[src/rtl/tlc_pkg.sv]
// Package for the traffic light controller: phase codes, register map, reset values.
package tlc_pkg;

  typedef enum logic [1:0] {
    PH_RED        = 2'd0,
    PH_RED_YELLOW = 2'd1,
    PH_YELLOW     = 2'd2,
    PH_GREEN      = 2'd3
  } phase_t;

  typedef enum logic [2:0] {
    REG_RED_MS            = 3'd0,
    REG_RED_YELLOW_MS     = 3'd1,
    REG_YELLOW_MS         = 3'd2,
    REG_GREEN_HOLD_MS     = 3'd3,
    REG_PRESS_LEVEL       = 3'd4,
    REG_GREEN_ON_MS       = 3'd5,
    REG_GREEN_OFF_MS      = 3'd6,
    REG_RED_BUZZ_HALF_MS  = 3'd7
  } reg_index_t;

  localparam int unsigned AddrWidth = 5;
  localparam int unsigned DataWidth = 32;
  localparam int unsigned TimeWidth = 16;

  localparam logic [TimeWidth-1:0] RedMsReset          = 16'd10000;
  localparam logic [TimeWidth-1:0] RedYellowMsReset    = 16'd2000;
  localparam logic [TimeWidth-1:0] YellowMsReset       = 16'd2000;
  localparam logic [TimeWidth-1:0] GreenHoldMsReset    = 16'd5000;
  localparam logic [TimeWidth-1:0] PressLevelReset     = 16'd30;
  localparam logic [TimeWidth-1:0] GreenBuzzOnReset    = 16'd500;
  localparam logic [TimeWidth-1:0] GreenBuzzOffReset   = 16'd1500;
  localparam logic [TimeWidth-1:0] RedBuzzHalfReset    = 16'd250;

  localparam logic [TimeWidth-1:0] TimeMax = '1;

endpackage

[src/rtl/traffic_light_controller_top.sv]
// Top level of the traffic light controller: tick channel, phase logic, buzzer, APB registers.
//
// Usage:
//   Input channel: one request per millisecond tick, carrying touch_value.
//   A request is taken at a rising edge with in_valid high and in_stall low.
//   Output channel: one result per tick (lamps, buzzer, phase, pending
//   request), taken at a rising edge with out_valid high and out_stall low.
//   A tick taken at a rising edge has its result on the outputs right
//   after that edge, so the receiver can take it at the next edge.
//   Throughput: one tick per cycle while in_stall is low; the whole step
//   is a single pass of comparators and small adders from the state
//   registers into the state and result registers.
//   in_stall rises only while a finished result is held and out_stall is
//   high; the held result then stays unchanged and the next tick waits.
//   Reset (rst, synchronous, active high): phase red, timers and buzzer
//   cleared, no result pending, all eight registers back to defaults.
//   Registers are 16-bit, at byte address 4*i on the APB port; pready is
//   always high. Write them only while no tick is in flight.
module traffic_light_controller_top (
  input  logic                            clk,
  input  logic                            rst,
  // tick channel
  input  logic                            in_valid,
  output logic                            in_stall,
  input  logic [tlc_pkg::TimeWidth-1:0]   touch_value,
  // result channel
  output logic                            out_valid,
  input  logic                            out_stall,
  output logic                            red_lamp,
  output logic                            yellow_lamp,
  output logic                            green_lamp,
  output logic                            buzzer_out,
  output logic [1:0]                      light_phase,
  output logic                            request_pending,
  // configuration
  input  logic                            psel,
  input  logic                            penable,
  input  logic                            pwrite,
  input  logic [tlc_pkg::AddrWidth-1:0]   paddr,
  input  logic [tlc_pkg::DataWidth-1:0]   pwdata,
  output logic [tlc_pkg::DataWidth-1:0]   prdata,
  output logic                            pready
);
  import tlc_pkg::*;

  // ---------------- configuration registers ----------------
  logic [TimeWidth-1:0] red_ms, red_yellow_ms, yellow_ms, green_hold_ms;
  logic [TimeWidth-1:0] press_level, green_on_ms, green_off_ms;
  logic [TimeWidth-1:0] red_buzz_half_ms;
  logic                 cfg_write;
  reg_index_t           cfg_index;

  assign pready    = 1'b1;
  assign cfg_write = psel && penable && pwrite && pready;
  assign cfg_index = reg_index_t'(paddr[AddrWidth-1:2]);

  always_ff @(posedge clk) begin
    if (rst) begin
      red_ms            <= RedMsReset;
      red_yellow_ms     <= RedYellowMsReset;
      yellow_ms         <= YellowMsReset;
      green_hold_ms     <= GreenHoldMsReset;
      press_level       <= PressLevelReset;
      green_on_ms       <= GreenBuzzOnReset;
      green_off_ms      <= GreenBuzzOffReset;
      red_buzz_half_ms  <= RedBuzzHalfReset;
    end else if (cfg_write) begin
      unique case (cfg_index)
        REG_RED_MS:            red_ms            <= pwdata[TimeWidth-1:0];
        REG_RED_YELLOW_MS:     red_yellow_ms     <= pwdata[TimeWidth-1:0];
        REG_YELLOW_MS:         yellow_ms         <= pwdata[TimeWidth-1:0];
        REG_GREEN_HOLD_MS:     green_hold_ms     <= pwdata[TimeWidth-1:0];
        REG_PRESS_LEVEL:       press_level       <= pwdata[TimeWidth-1:0];
        REG_GREEN_ON_MS:       green_on_ms       <= pwdata[TimeWidth-1:0];
        REG_GREEN_OFF_MS:      green_off_ms      <= pwdata[TimeWidth-1:0];
        REG_RED_BUZZ_HALF_MS:  red_buzz_half_ms  <= pwdata[TimeWidth-1:0];
      endcase
    end
  end

  logic [TimeWidth-1:0] read_value;
  always_comb begin
    unique case (cfg_index)
      REG_RED_MS:            read_value = red_ms;
      REG_RED_YELLOW_MS:     read_value = red_yellow_ms;
      REG_YELLOW_MS:         read_value = yellow_ms;
      REG_GREEN_HOLD_MS:     read_value = green_hold_ms;
      REG_PRESS_LEVEL:       read_value = press_level;
      REG_GREEN_ON_MS:       read_value = green_on_ms;
      REG_GREEN_OFF_MS:      read_value = green_off_ms;
      REG_RED_BUZZ_HALF_MS:  read_value = red_buzz_half_ms;
    endcase
  end
  assign prdata = {{(DataWidth-TimeWidth){1'b0}}, read_value};

  // ---------------- handshake ----------------
  // The result register frees up when its content is taken, so a new tick
  // goes in on the same edge the old result leaves.
  logic accept;
  assign in_stall = out_valid && out_stall;
  assign accept   = in_valid && !in_stall;

  // ---------------- controller state ----------------
  phase_t               phase, phase_next;
  logic [TimeWidth-1:0] phase_elapsed, phase_elapsed_next;
  logic                 request_latch, request_latch_next;
  logic                 buzzer_level, buzzer_level_next;
  logic [TimeWidth-1:0] buzz_remaining, buzz_remaining_next;

  always_ff @(posedge clk) begin
    if (rst) begin
      phase          <= PH_RED;
      phase_elapsed  <= '0;
      request_latch  <= 1'b0;
      buzzer_level   <= 1'b0;
      buzz_remaining <= '0;
    end else if (accept) begin
      phase          <= phase_next;
      phase_elapsed  <= phase_elapsed_next;
      request_latch  <= request_latch_next;
      buzzer_level   <= buzzer_level_next;
      buzz_remaining <= buzz_remaining_next;
    end
  end

  // one tick of the controller
  logic                 pressed;
  logic [TimeWidth-1:0] elapsed_tick, buzz_tick, buzz_on, buzz_off;
  logic                 req_tick;
  logic                 buzz_toggled;

  always_comb begin
    pressed = touch_value < press_level;

    // timers advance; elapsed saturates, buzzer countdown stops at zero
    elapsed_tick = (phase_elapsed != TimeMax) ? phase_elapsed + 1'b1 : phase_elapsed;
    buzz_tick    = (buzz_remaining != '0) ? buzz_remaining - 1'b1 : buzz_remaining;

    // first press in green latches the request and restarts the hold timer
    req_tick = request_latch;
    if (phase == PH_GREEN && !request_latch && pressed) begin
      req_tick     = 1'b1;
      elapsed_tick = '0;
    end

    phase_next         = phase;
    phase_elapsed_next = elapsed_tick;
    request_latch_next = req_tick;
    unique case (phase)
      PH_RED: begin
        if (elapsed_tick >= red_ms) begin
          phase_next         = PH_RED_YELLOW;
          phase_elapsed_next = '0;
        end
      end
      PH_RED_YELLOW: begin
        // timer keeps running into green
        if (elapsed_tick >= red_yellow_ms) phase_next = PH_GREEN;
      end
      PH_YELLOW: begin
        if (elapsed_tick >= yellow_ms) begin
          phase_next         = PH_RED;
          phase_elapsed_next = '0;
        end
      end
      PH_GREEN: begin
        if (req_tick && elapsed_tick >= green_hold_ms) begin
          phase_next         = PH_YELLOW;
          phase_elapsed_next = '0;
          request_latch_next = 1'b0;
        end
      end
    endcase

    // buzzer follows the phase after the step
    buzz_on      = (phase_next == PH_GREEN) ? green_on_ms  : red_buzz_half_ms;
    buzz_off     = (phase_next == PH_GREEN) ? green_off_ms : red_buzz_half_ms;
    buzz_toggled = !buzzer_level;
    if (phase_next == PH_GREEN || phase_next == PH_RED) begin
      if (buzz_tick == '0) begin
        buzzer_level_next   = buzz_toggled;
        buzz_remaining_next = buzz_toggled ? buzz_on : buzz_off;
      end else begin
        buzzer_level_next   = buzzer_level;
        buzz_remaining_next = buzz_tick;
      end
    end else begin
      buzzer_level_next   = 1'b0;
      buzz_remaining_next = '0;
    end
  end

  // ---------------- result register ----------------
  always_ff @(posedge clk) begin
    if (rst) begin
      out_valid <= 1'b0;
    end else if (accept) begin
      out_valid <= 1'b1;
    end else if (!out_stall) begin
      out_valid <= 1'b0;
    end
  end

  always_ff @(posedge clk) begin
    if (accept) begin
      red_lamp        <= (phase_next == PH_RED) || (phase_next == PH_RED_YELLOW);
      yellow_lamp     <= (phase_next == PH_RED_YELLOW) || (phase_next == PH_YELLOW);
      green_lamp      <= (phase_next == PH_GREEN);
      buzzer_out      <= buzzer_level_next;
      light_phase     <= phase_next;
      request_pending <= request_latch_next;
    end
  end

`ifndef SYNTH
  // a latched request only exists while green
  a_request_only_green: assert property (@(posedge clk) disable iff (rst)
    out_valid && request_pending |-> light_phase == PH_GREEN)
    else $error("request pending outside green");

  // buzzer silent in the transition phases
  a_buzzer_quiet: assert property (@(posedge clk) disable iff (rst)
    out_valid && (light_phase == PH_RED_YELLOW || light_phase == PH_YELLOW)
      |-> !buzzer_out)
    else $error("buzzer active in a transition phase");

  // yellow only ever moves on to red
  a_yellow_to_red: assert property (@(posedge clk) disable iff (rst)
    accept && phase == PH_YELLOW |=> phase == PH_YELLOW || phase == PH_RED)
    else $error("illegal exit from yellow");

  // result mirrors controller state after the step
  a_result_matches_state: assert property (@(posedge clk) disable iff (rst)
    accept |=> light_phase == phase && buzzer_out == buzzer_level
      && request_pending == request_latch)
    else $error("result does not match controller state");
`endif

endmodule
[config.mk]
export PLATFORM = sky130hd
export DESIGN_NAME = traffic_light_controller_top
export DESIGN_NICKNAME = d
export VERILOG_FILES = /design/src/rtl/tlc_pkg.sv /design/src/rtl/traffic_light_controller_top.sv
export SDC_FILE = /design/constraint.sdc
export NUM_CORES = 1
export LEC_CHECK = 0
export ABC_AREA = 1
export BUFFER_PORTS_ARGS = -buffer_cell sky130_fd_sc_hd__buf_2
export CORE_MARGIN = 3
export CORE_UTILIZATION = 47
export CTS_BUF_LIST = sky130_fd_sc_hd__clkbuf_8
export CTS_CLUSTER_DIAMETER = 50
export DETAILED_ROUTE_END_ITERATION = 7
export PLACE_DENSITY = 0.73
export SLEW_MARGIN = 20
export SYNTH_ARGS = -nofsm -noshare
export SYNTH_HDL_FRONTEND = slang
export SYNTH_SLANG_ARGS = --single-unit
[constraint.sdc]
create_clock -name clk -period 5.45 [get_ports clk]
set_clock_uncertainty 0.15 [all_clocks]
set_input_delay 1.09 -clock clk [delete_from_list [all_inputs] [get_ports clk]]
set_output_delay 1.09 -clock clk [all_outputs]
set_load 0.1 [all_outputs]
==> results.tsv, run 1 <==
metric	value	unit
Worst-Margin Slew	826.3	ps
# Post-CTS Setup Buffers	0	
Layout Nets	1690	
drc violations	0	
wire length per cell	16.25	um
cts bufs inserted	17	
PortBufs	66	
status	completed	
root buffer cell	clkbuf_8	
highest clock rate	197.9	MHz
Pins Over Slew Limit	0	
final std cells w/o fill	1833	
vias in the first global route	9200	
met1 Resource Use GR	0.3410	
GR Util met2	0.3932	
Top Ports	102	
Initial Util	0.4886	
startpoint types	primary input	
crit path max fanout	32	
Post-Syn Area per Cell	6.964	um2
Rows	53	
area grow syn2layout	8.524	%
Via Count	10200	
Pwr Density	366.8	mW/mm2
Die Area	0.02409	mm2
Core Area	0.02142	mm2
antenna viol nets, final	0	
clock period minus worst slack	5054	ps
ratio of cells with drive above 1 in the final layout	0.09756	
CTS Sinks	172	
Die Wd	155.2	um
Warnings, synthesis	0	
Placer Congestion	0.8832	
1st-iter DRT viols	837	
Seq/Total Area, Yosys	0.3357	
Hold-fix buffers, CTS	0	
n_diodes	0	
Post-CTS Resized	0	
Worst Path Required	5640	ps
leak pwr	0.005170	uW
DRT Wirelength	29790	um
max_slew headroom	0.4471	
final setup violation count	0	
Crit Path Class	in2reg	
HPWL Detailed	21590	um
placed cell count	1801	
CTS clk-pin slew, worst paths	100	ps
Final Cycle Share	0.9273	
top cells by area, synth	dfxtp_1 32%, nand2_1 10%, ha_1 10%, a21oi_1 8.1%, inv_1 6.8%	
CP endpoint kind	flip-flop	
grt peak-use layer	met2	
Skew-Pair Late Insertion Delay	470	ps
Fillers	2126	
drt pass-1 iters	5	
cell taking the most area after synthesis	dfxtp_1	
worst-case clock buffer depth	2	
class of the worst hold path	reg2reg	
crit path DAT	5240	ps
Final Hold Fails	0	
H-tree levels	4	
Die Y	155.2	um
Mapped Cells	1503	
Synth cell types	41	
RSZ-0062 raised after global routing	no	
total track usage	0.2471	
Mapped Area	0.01047	mm2
largest net degree at the start of global routing	56	
final setup TNS	0	ps
CTS tree	built	
worst vdd ir	0.2687	mV
setup slack, reg-to-reg	580	ps
share of the synthesized area in the top cell type	0.3156	
gr ovfl total	0	
DR vias/cell	5.564	
initial antenna violation count	0	
max-cap viol count	0	
flops & latches, synth	172	
grt met3 use	0.04228	
first-pass GRT wire length	47820	um
area by class of cell:
type                       count  area [um2]  area share
multi-input combinational   1068        5879      0.5176
sequential                   172        3513      0.3093
inverter                     195       732.0     0.06444
timing repair buffer          91       543.0     0.04781
tap                          275       344.1     0.03029
clock buffer                  18       247.7     0.02181
clock inverter                14       98.84    0.008702
cells in the final DEF (no fill, tap or decap), drive strengths merged:
| master | instances |
|---|---|
| o21a | 2 |
| clkbuf | 18 |
| nand3b | 3 |
| o2111ai | 2 |
| a221oi | 15 |
| nor2 | 130 |
| o311ai | 1 |
| buf | 91 |
| edfxtp | 7 |
| nor3 | 13 |
| nand2 | 294 |
| dfxtp | 165 |
| clkinvlp | 4 |
| xnor2 | 1 |
| o22ai | 31 |
| clkinv | 6 |
| nand4 | 28 |
| o21ai | 133 |
| or2 | 5 |
| inv | 199 |
| nand2b | 1 |
| xor2 | 6 |
| ha | 85 |
| conb | 17 |
| a22oi | 2 |
| a21oi | 169 |
| nand3 | 78 |
| o211ai | 49 |
| o21bai | 3 |
where the power goes:
group	switching, uW	internal, uW	leakage (uW)
Clock	495	328	0.000178
Sequential	79.3	1340	0.00141
Combinational	1390	541	0.00359
Total	1960	2210	0.00517
critical path: stages:
cell     delay, ps
buf_2          100
ha_1           310
a21oi_1        150
o21ai_0        100
a21oi_1        200
nand3_1        160
buf_12         180
o21ai_0        190
inv_1          180
ha_1           310
nand2_1         60
nor3_1         330
nand3_1        110
nand3_1        190
nand2_1         80
nand2_1         70
nand3_1        130
ha_1           260
buf_12         170
o21ai_0        440
nand4_1        190
nand3_1        130
a21oi_1         60
state kept, by name, summed over array words and instances (netlist names), 16 cells and up:
signal	flops
buzz_remaining	16
green_hold_ms	16
green_off_ms	16
green_on_ms	16
phase_elapsed	16
press_level	16
red_buzz_half_ms	16
red_ms	16
red_yellow_ms	16
yellow_ms	16
final timing paths:
check                            end  depth (start not counted)             start
hold reg to reg       green_on_ms[0]                          2    green_on_ms[0]
hold / removal        green_on_ms[0]                          2    green_on_ms[0]
setup / recovery  buzz_remaining[11]                         23   touch_value[15]
setup reg to reg  buzz_remaining[11]                         24  phase_elapsed[0]
routing by layer:
layer / part of all wire / vias to the layer above / routed length [um]
li1: - / 5114 / -
met1: 0.45 / 4653 / 13310
met2: 0.45 / 380 / 13320
met3: 0.072 / 52 / 2150
met4: 0.034 / 0 / 1012
met5: 0 / - / 0
synth_stat cells, drive strengths merged:
library cell	n
nor2	130
nand2	294
clkinv	3
a221oi	15
inv	192
nand3b	3
nor3	13
dfxtp	165
ha	85
clkbuf	57
nand2b	1
o22ai	31
xnor2	1
a21oi	169
o21a	2
o311ai	1
o211ai	49
or2	5
buf	26
xor2	6
o21ai	133
nand4	28
o2111ai	2
edfxtp	7
nand3	78
a22oi	2
o21bai	3
conb	2
cell families after synthesis:
family	synth area share
other	0.0007175
AO/OA/AOI/OAI	0.2185
buffers and inverters	0.1079
XOR/XNOR	0.005858
AND/OR/NAND/NOR	0.2296
adder cells (fa/ha/maj)	0.1016
flip-flops	0.3357
stage by stage:
step                        util  instance area (um2)  setup slack (ps)  total power [uW]  hold slack [ps]
after CTS                 0.5303                11360             556.6              4157            332.8
after global routing      0.5303                11360             99.98              4479            358.4
after global placement    0.5141                11010             96.92              3294            312.6
final                     0.5303                11360             396.4              4166            332.9
after detailed placement  0.5141                11010             52.14              3343            319.8
after floorplan                -                10520             887.4              3050            294.2
No activity file was read; power rests on OpenSTA's default activity.
==> run 2: changes to the inputs <==
ABC_AREA = 0   (was 1)
==> run 2 against run 1 <==
Compared with the run above:
- sequential share of layout area fell by 2.6 points
- die area rose by 3.5%
- core utilization rose by 2.7 points
- combinational power fell by 35%
- critical path depth fell by 2
- sequential cell count did not move
- setup slack got worse by 230 ps
- count of clock-buffer cells in the layout did not move
- design area rose by 9.1%
- non-clock buffer count rose by 76
- first-iteration DRC count rose by 42%
- total power fell by 13%
- critical path type unchanged
- largest power group is now registers
==> results.tsv, run 2 <==
metric	value	unit	change
Pins Over Slew Limit	0		unchanged
worst-case clock buffer depth	2		unchanged
commonest non-fill, non-tap cells in the layout	263 x nand2_1, 165 x dfxtp_1, 134 x a21oi_1		was 291 x nand2_1, 192 x inv_1, 169 x a21oi_1
DRT Wirelength	34470	um	was 29790 um
area grow syn2layout	14.27	%	was 8.524%
vias in the first global route	9630		was 9200
DR vias/cell	5.928		was 5.564
worst vdd ir	0.2534	mV	was 0.2687 mV
slowest cell on the critical path	o21ai_0		unchanged
cell taking the most area after synthesis	dfxtp_1		unchanged
clock period minus worst slack	5280	ps	was 5054 ps
ratio of cells with drive above 1 in the final layout	0.1778		was 0.09756
number of synthesized flops with an enable pin	7		unchanged
n_diodes	0		unchanged
antenna viol nets, final	0		unchanged
ys flop type	dfxtp_1		unchanged
Initial Util	0.4881		was 0.4886
PortBufs	66		unchanged
status	completed		unchanged
crit path DAT	5480	ps	was 5240 ps
Final Hold Fails	0		unchanged
Placed Area	0.01193	mm2	was 0.01101 mm2
Die Y	157.9	um	was 155.2 um
Post-synth ARST share	0		unchanged
gr ovfl total	0		unchanged
max_slew headroom	0.2756		was 0.4471
initial antenna violation count	1		was 0
Crit path largest cell delay	510	ps	was 440 ps
first-pass GRT wire length	53660	um	was 47820 um
crit-path cells	buf_2 > ha_1 > nand4_1 > nor4_4 > a22oi_2 > buf_12 > a21oi_4 > inv_2 > ha_1 > nand2b_1 > a2111oi_1 > a2111oi_1 > buf_4 > o41a_1 > o21ai_4 > and2_4 > a21oi_2 > ha_4 > buf_4 > o21ai_0 > o22ai_1		was buf_2 > ha_1 > a21oi_1 > o21ai_0 > a21oi_1 > nand3_1 > buf_12 > o21ai_0 > inv_1 > ha_1 > nand2_1 > nor3_1 > nand3_1 > nand3_1 > nand2_1 > nand2_1 > nand3_1 > ha_1 > buf_12 > o21ai_0 > nand4_1 > nand3_1 > a21oi_1
cts bufs inserted	17		unchanged
root buffer cell	clkbuf_8		unchanged
startpoint types	primary input		unchanged
drt pass-1 iters	6		was 5
Final Cycle Share	0.9688		was 0.9273
worst hold slack	310.2	ps	was 332.9 ps
Seq/Total Area, Yosys	0.3238		was 0.3357
CTS tree	built		unchanged
Crit Path Class	in2reg		unchanged
final setup violation count	0		unchanged
top-count cell post-synth	nand2_1		unchanged
share of the synthesized area in the top cell type	0.3045		was 0.3156
Placer Congestion	0.9399		was 0.8832
HPWL Detailed	24910	um	was 21590 um
leak pwr	0.005004	uW	was 0.005170 uW
Die Wd	157.9	um	was 155.2 um
final instance area	0.01240	mm2	was 0.01136 mm2
highest clock rate	189.4	MHz	was 197.9 MHz
cell family with most CP delay	compound AO/OA/AOI/OAI gates		was simple AND/OR/NAND/NOR gates
Buf+Inv Stages, Crit Path	5		was 4
Layout Nets	1628		was 1690
Worst-Margin Slew	1087	ps	was 826.3 ps
Core Area	0.02223	mm2	was 0.02142 mm2
H-tree levels	4		unchanged
total track usage	0.2755		was 0.2471
wire length per cell	19.41	um	was 16.25 um
CP endpoint kind	flip-flop		unchanged
final worst-path setup slack	169.8	ps	was 396.4 ps
Post-Syn Area per Cell	7.755	um2	was 6.964 um2
CTS Sinks	172		unchanged
Via Count	10530		was 10200
Die Area	0.02494	mm2	was 0.02409 mm2
drc violations	0		unchanged
commonest cells in the netlist	264 x nand2_1, 165 x dfxtp_1, 140 x a21oi_1		was 291 x nand2_1, 190 x inv_1, 169 x a21oi_1
Fillers	2027		was 2126
flops & latches, synth	172		unchanged
Skew-Pair Late Insertion Delay	480	ps	was 470 ps
RSZ-0062 raised after global routing	no		unchanged
Setup WS pre-CTS	-421.2	ps	was 52.14 ps
Warnings, synthesis	0		unchanged
Mapped Cells	1399		was 1503
1st-iter DRT viols	1191		was 837
Top Ports	102		unchanged
class of the worst hold path	reg2reg		unchanged
Synth cell types	76		was 41
Pwr Density	291.5	mW/mm2	was 366.8 mW/mm2
crit path max fanout	22		was 32
Mapped Area	0.01085	mm2	was 0.01047 mm2
max-cap viol count	0		unchanged
commonest non-fill, non-tap cell in the layout	nand2_1		unchanged
Core Util, Final	0.5577		was 0.5303
largest net degree at the start of global routing	98		was 56
top cells by area, synth	dfxtp_1 30%, ha_1 9.8%, nand2_1 9.1%, a21oi_1 6.5%, inv_1 3.1%		was dfxtp_1 32%, nand2_1 10%, ha_1 10%, a21oi_1 8.1%, inv_1 6.8%
Worst Path Required	5650	ps	was 5640 ps
CTS clk-pin slew, worst paths	90	ps	was 100 ps
Rows	54		was 53
## run 2: cell families (layout without fill, tap and decap cells)
family,count (synthesis),after routing,synth area share
AND/OR/NAND/NOR,529,529,0.2302
AO/OA/AOI/OAI,345,345,0.2042
other,2,17,0.0006922
buffers and inverters,208,290,0.08061
multiplexers,43,43,0.05028
adder cells (fa/ha/maj),85,85,0.09803
flip-flops,172,172,0.3238
XOR/XNOR,15,15,0.01211
## run 2: final cells by class
type | instances | area [um2] | share of cell area
Multi-Input combinational cell | 1034 | 6685 | 0.5393
Sequential cell | 172 | 3513 | 0.2834
Timing Repair Buffer | 167 | 1116 | 0.09003
Tap cell | 280 | 350.3 | 0.02826
Inverter | 91 | 341.6 | 0.02755
Clock buffer | 18 | 247.7 | 0.01998
Clock inverter | 14 | 142.6 | 0.01151
## run 2: layer usage
| metal | wire length (um) | global-route usage |
|---|---|---|
| met5 | 0 | 0 |
| met4 | 753 | 0.06841 |
| met3 | 3066 | 0.04128 |
| met2 | 15350 | 0.4307 |
| met1 | 15300 | 0.4005 |
## run 2: repair_timing
action,4_1_cts,5_1_grt
setup endpoints to repair,1,17
gates cloned,0,0
hold buffers,0,0
setup buffers,0,4
resized for setup,1,12
pin swaps,0,8
## run 2: power breakdown
group	total [uW]	leakage, uW	internal [uW]	switching [uW]
Clock	931	0.000195	419	513
Sequential	1430	0.00140	1340	94.6
Combinational	1250	0.00341	452	797
Total	3610	0.00500	2210	1400
## run 2: stage by stage
step / setup TNS, ps / total power (uW) / std cells
2_1_floorplan: -33.40 / 2440 / 1414
3_3_place_gp: -4908 / 2666 / 1740
3_5_place_dp: -5455 / 2679 / 1740
4_1_cts: 0 / 3601 / 1772
5_1_grt: 0 / 3781 / 1776
6_report: 0 / 3614 / 1776
## run 2: worst min-delay path, stage by stage, from the launching register on
cell and delay [ps]:
dfxtp_1 320, nand2_1 50, a21oi_1 50
## run 2: worst paths after layout
| path | start | to | slack [ps] | depth (start not counted) |
|---|---|---|---|---|
| max | touch_value[11] | buzz_remaining[7] | 170 | 21 |
| min | yellow_ms[14] | yellow_ms[14] | 310 | 2 |
| max reg2reg | press_level[15] | buzz_remaining[7] | 300 | 22 |
| min reg2reg | yellow_ms[14] | yellow_ms[14] | 310 | 2 |
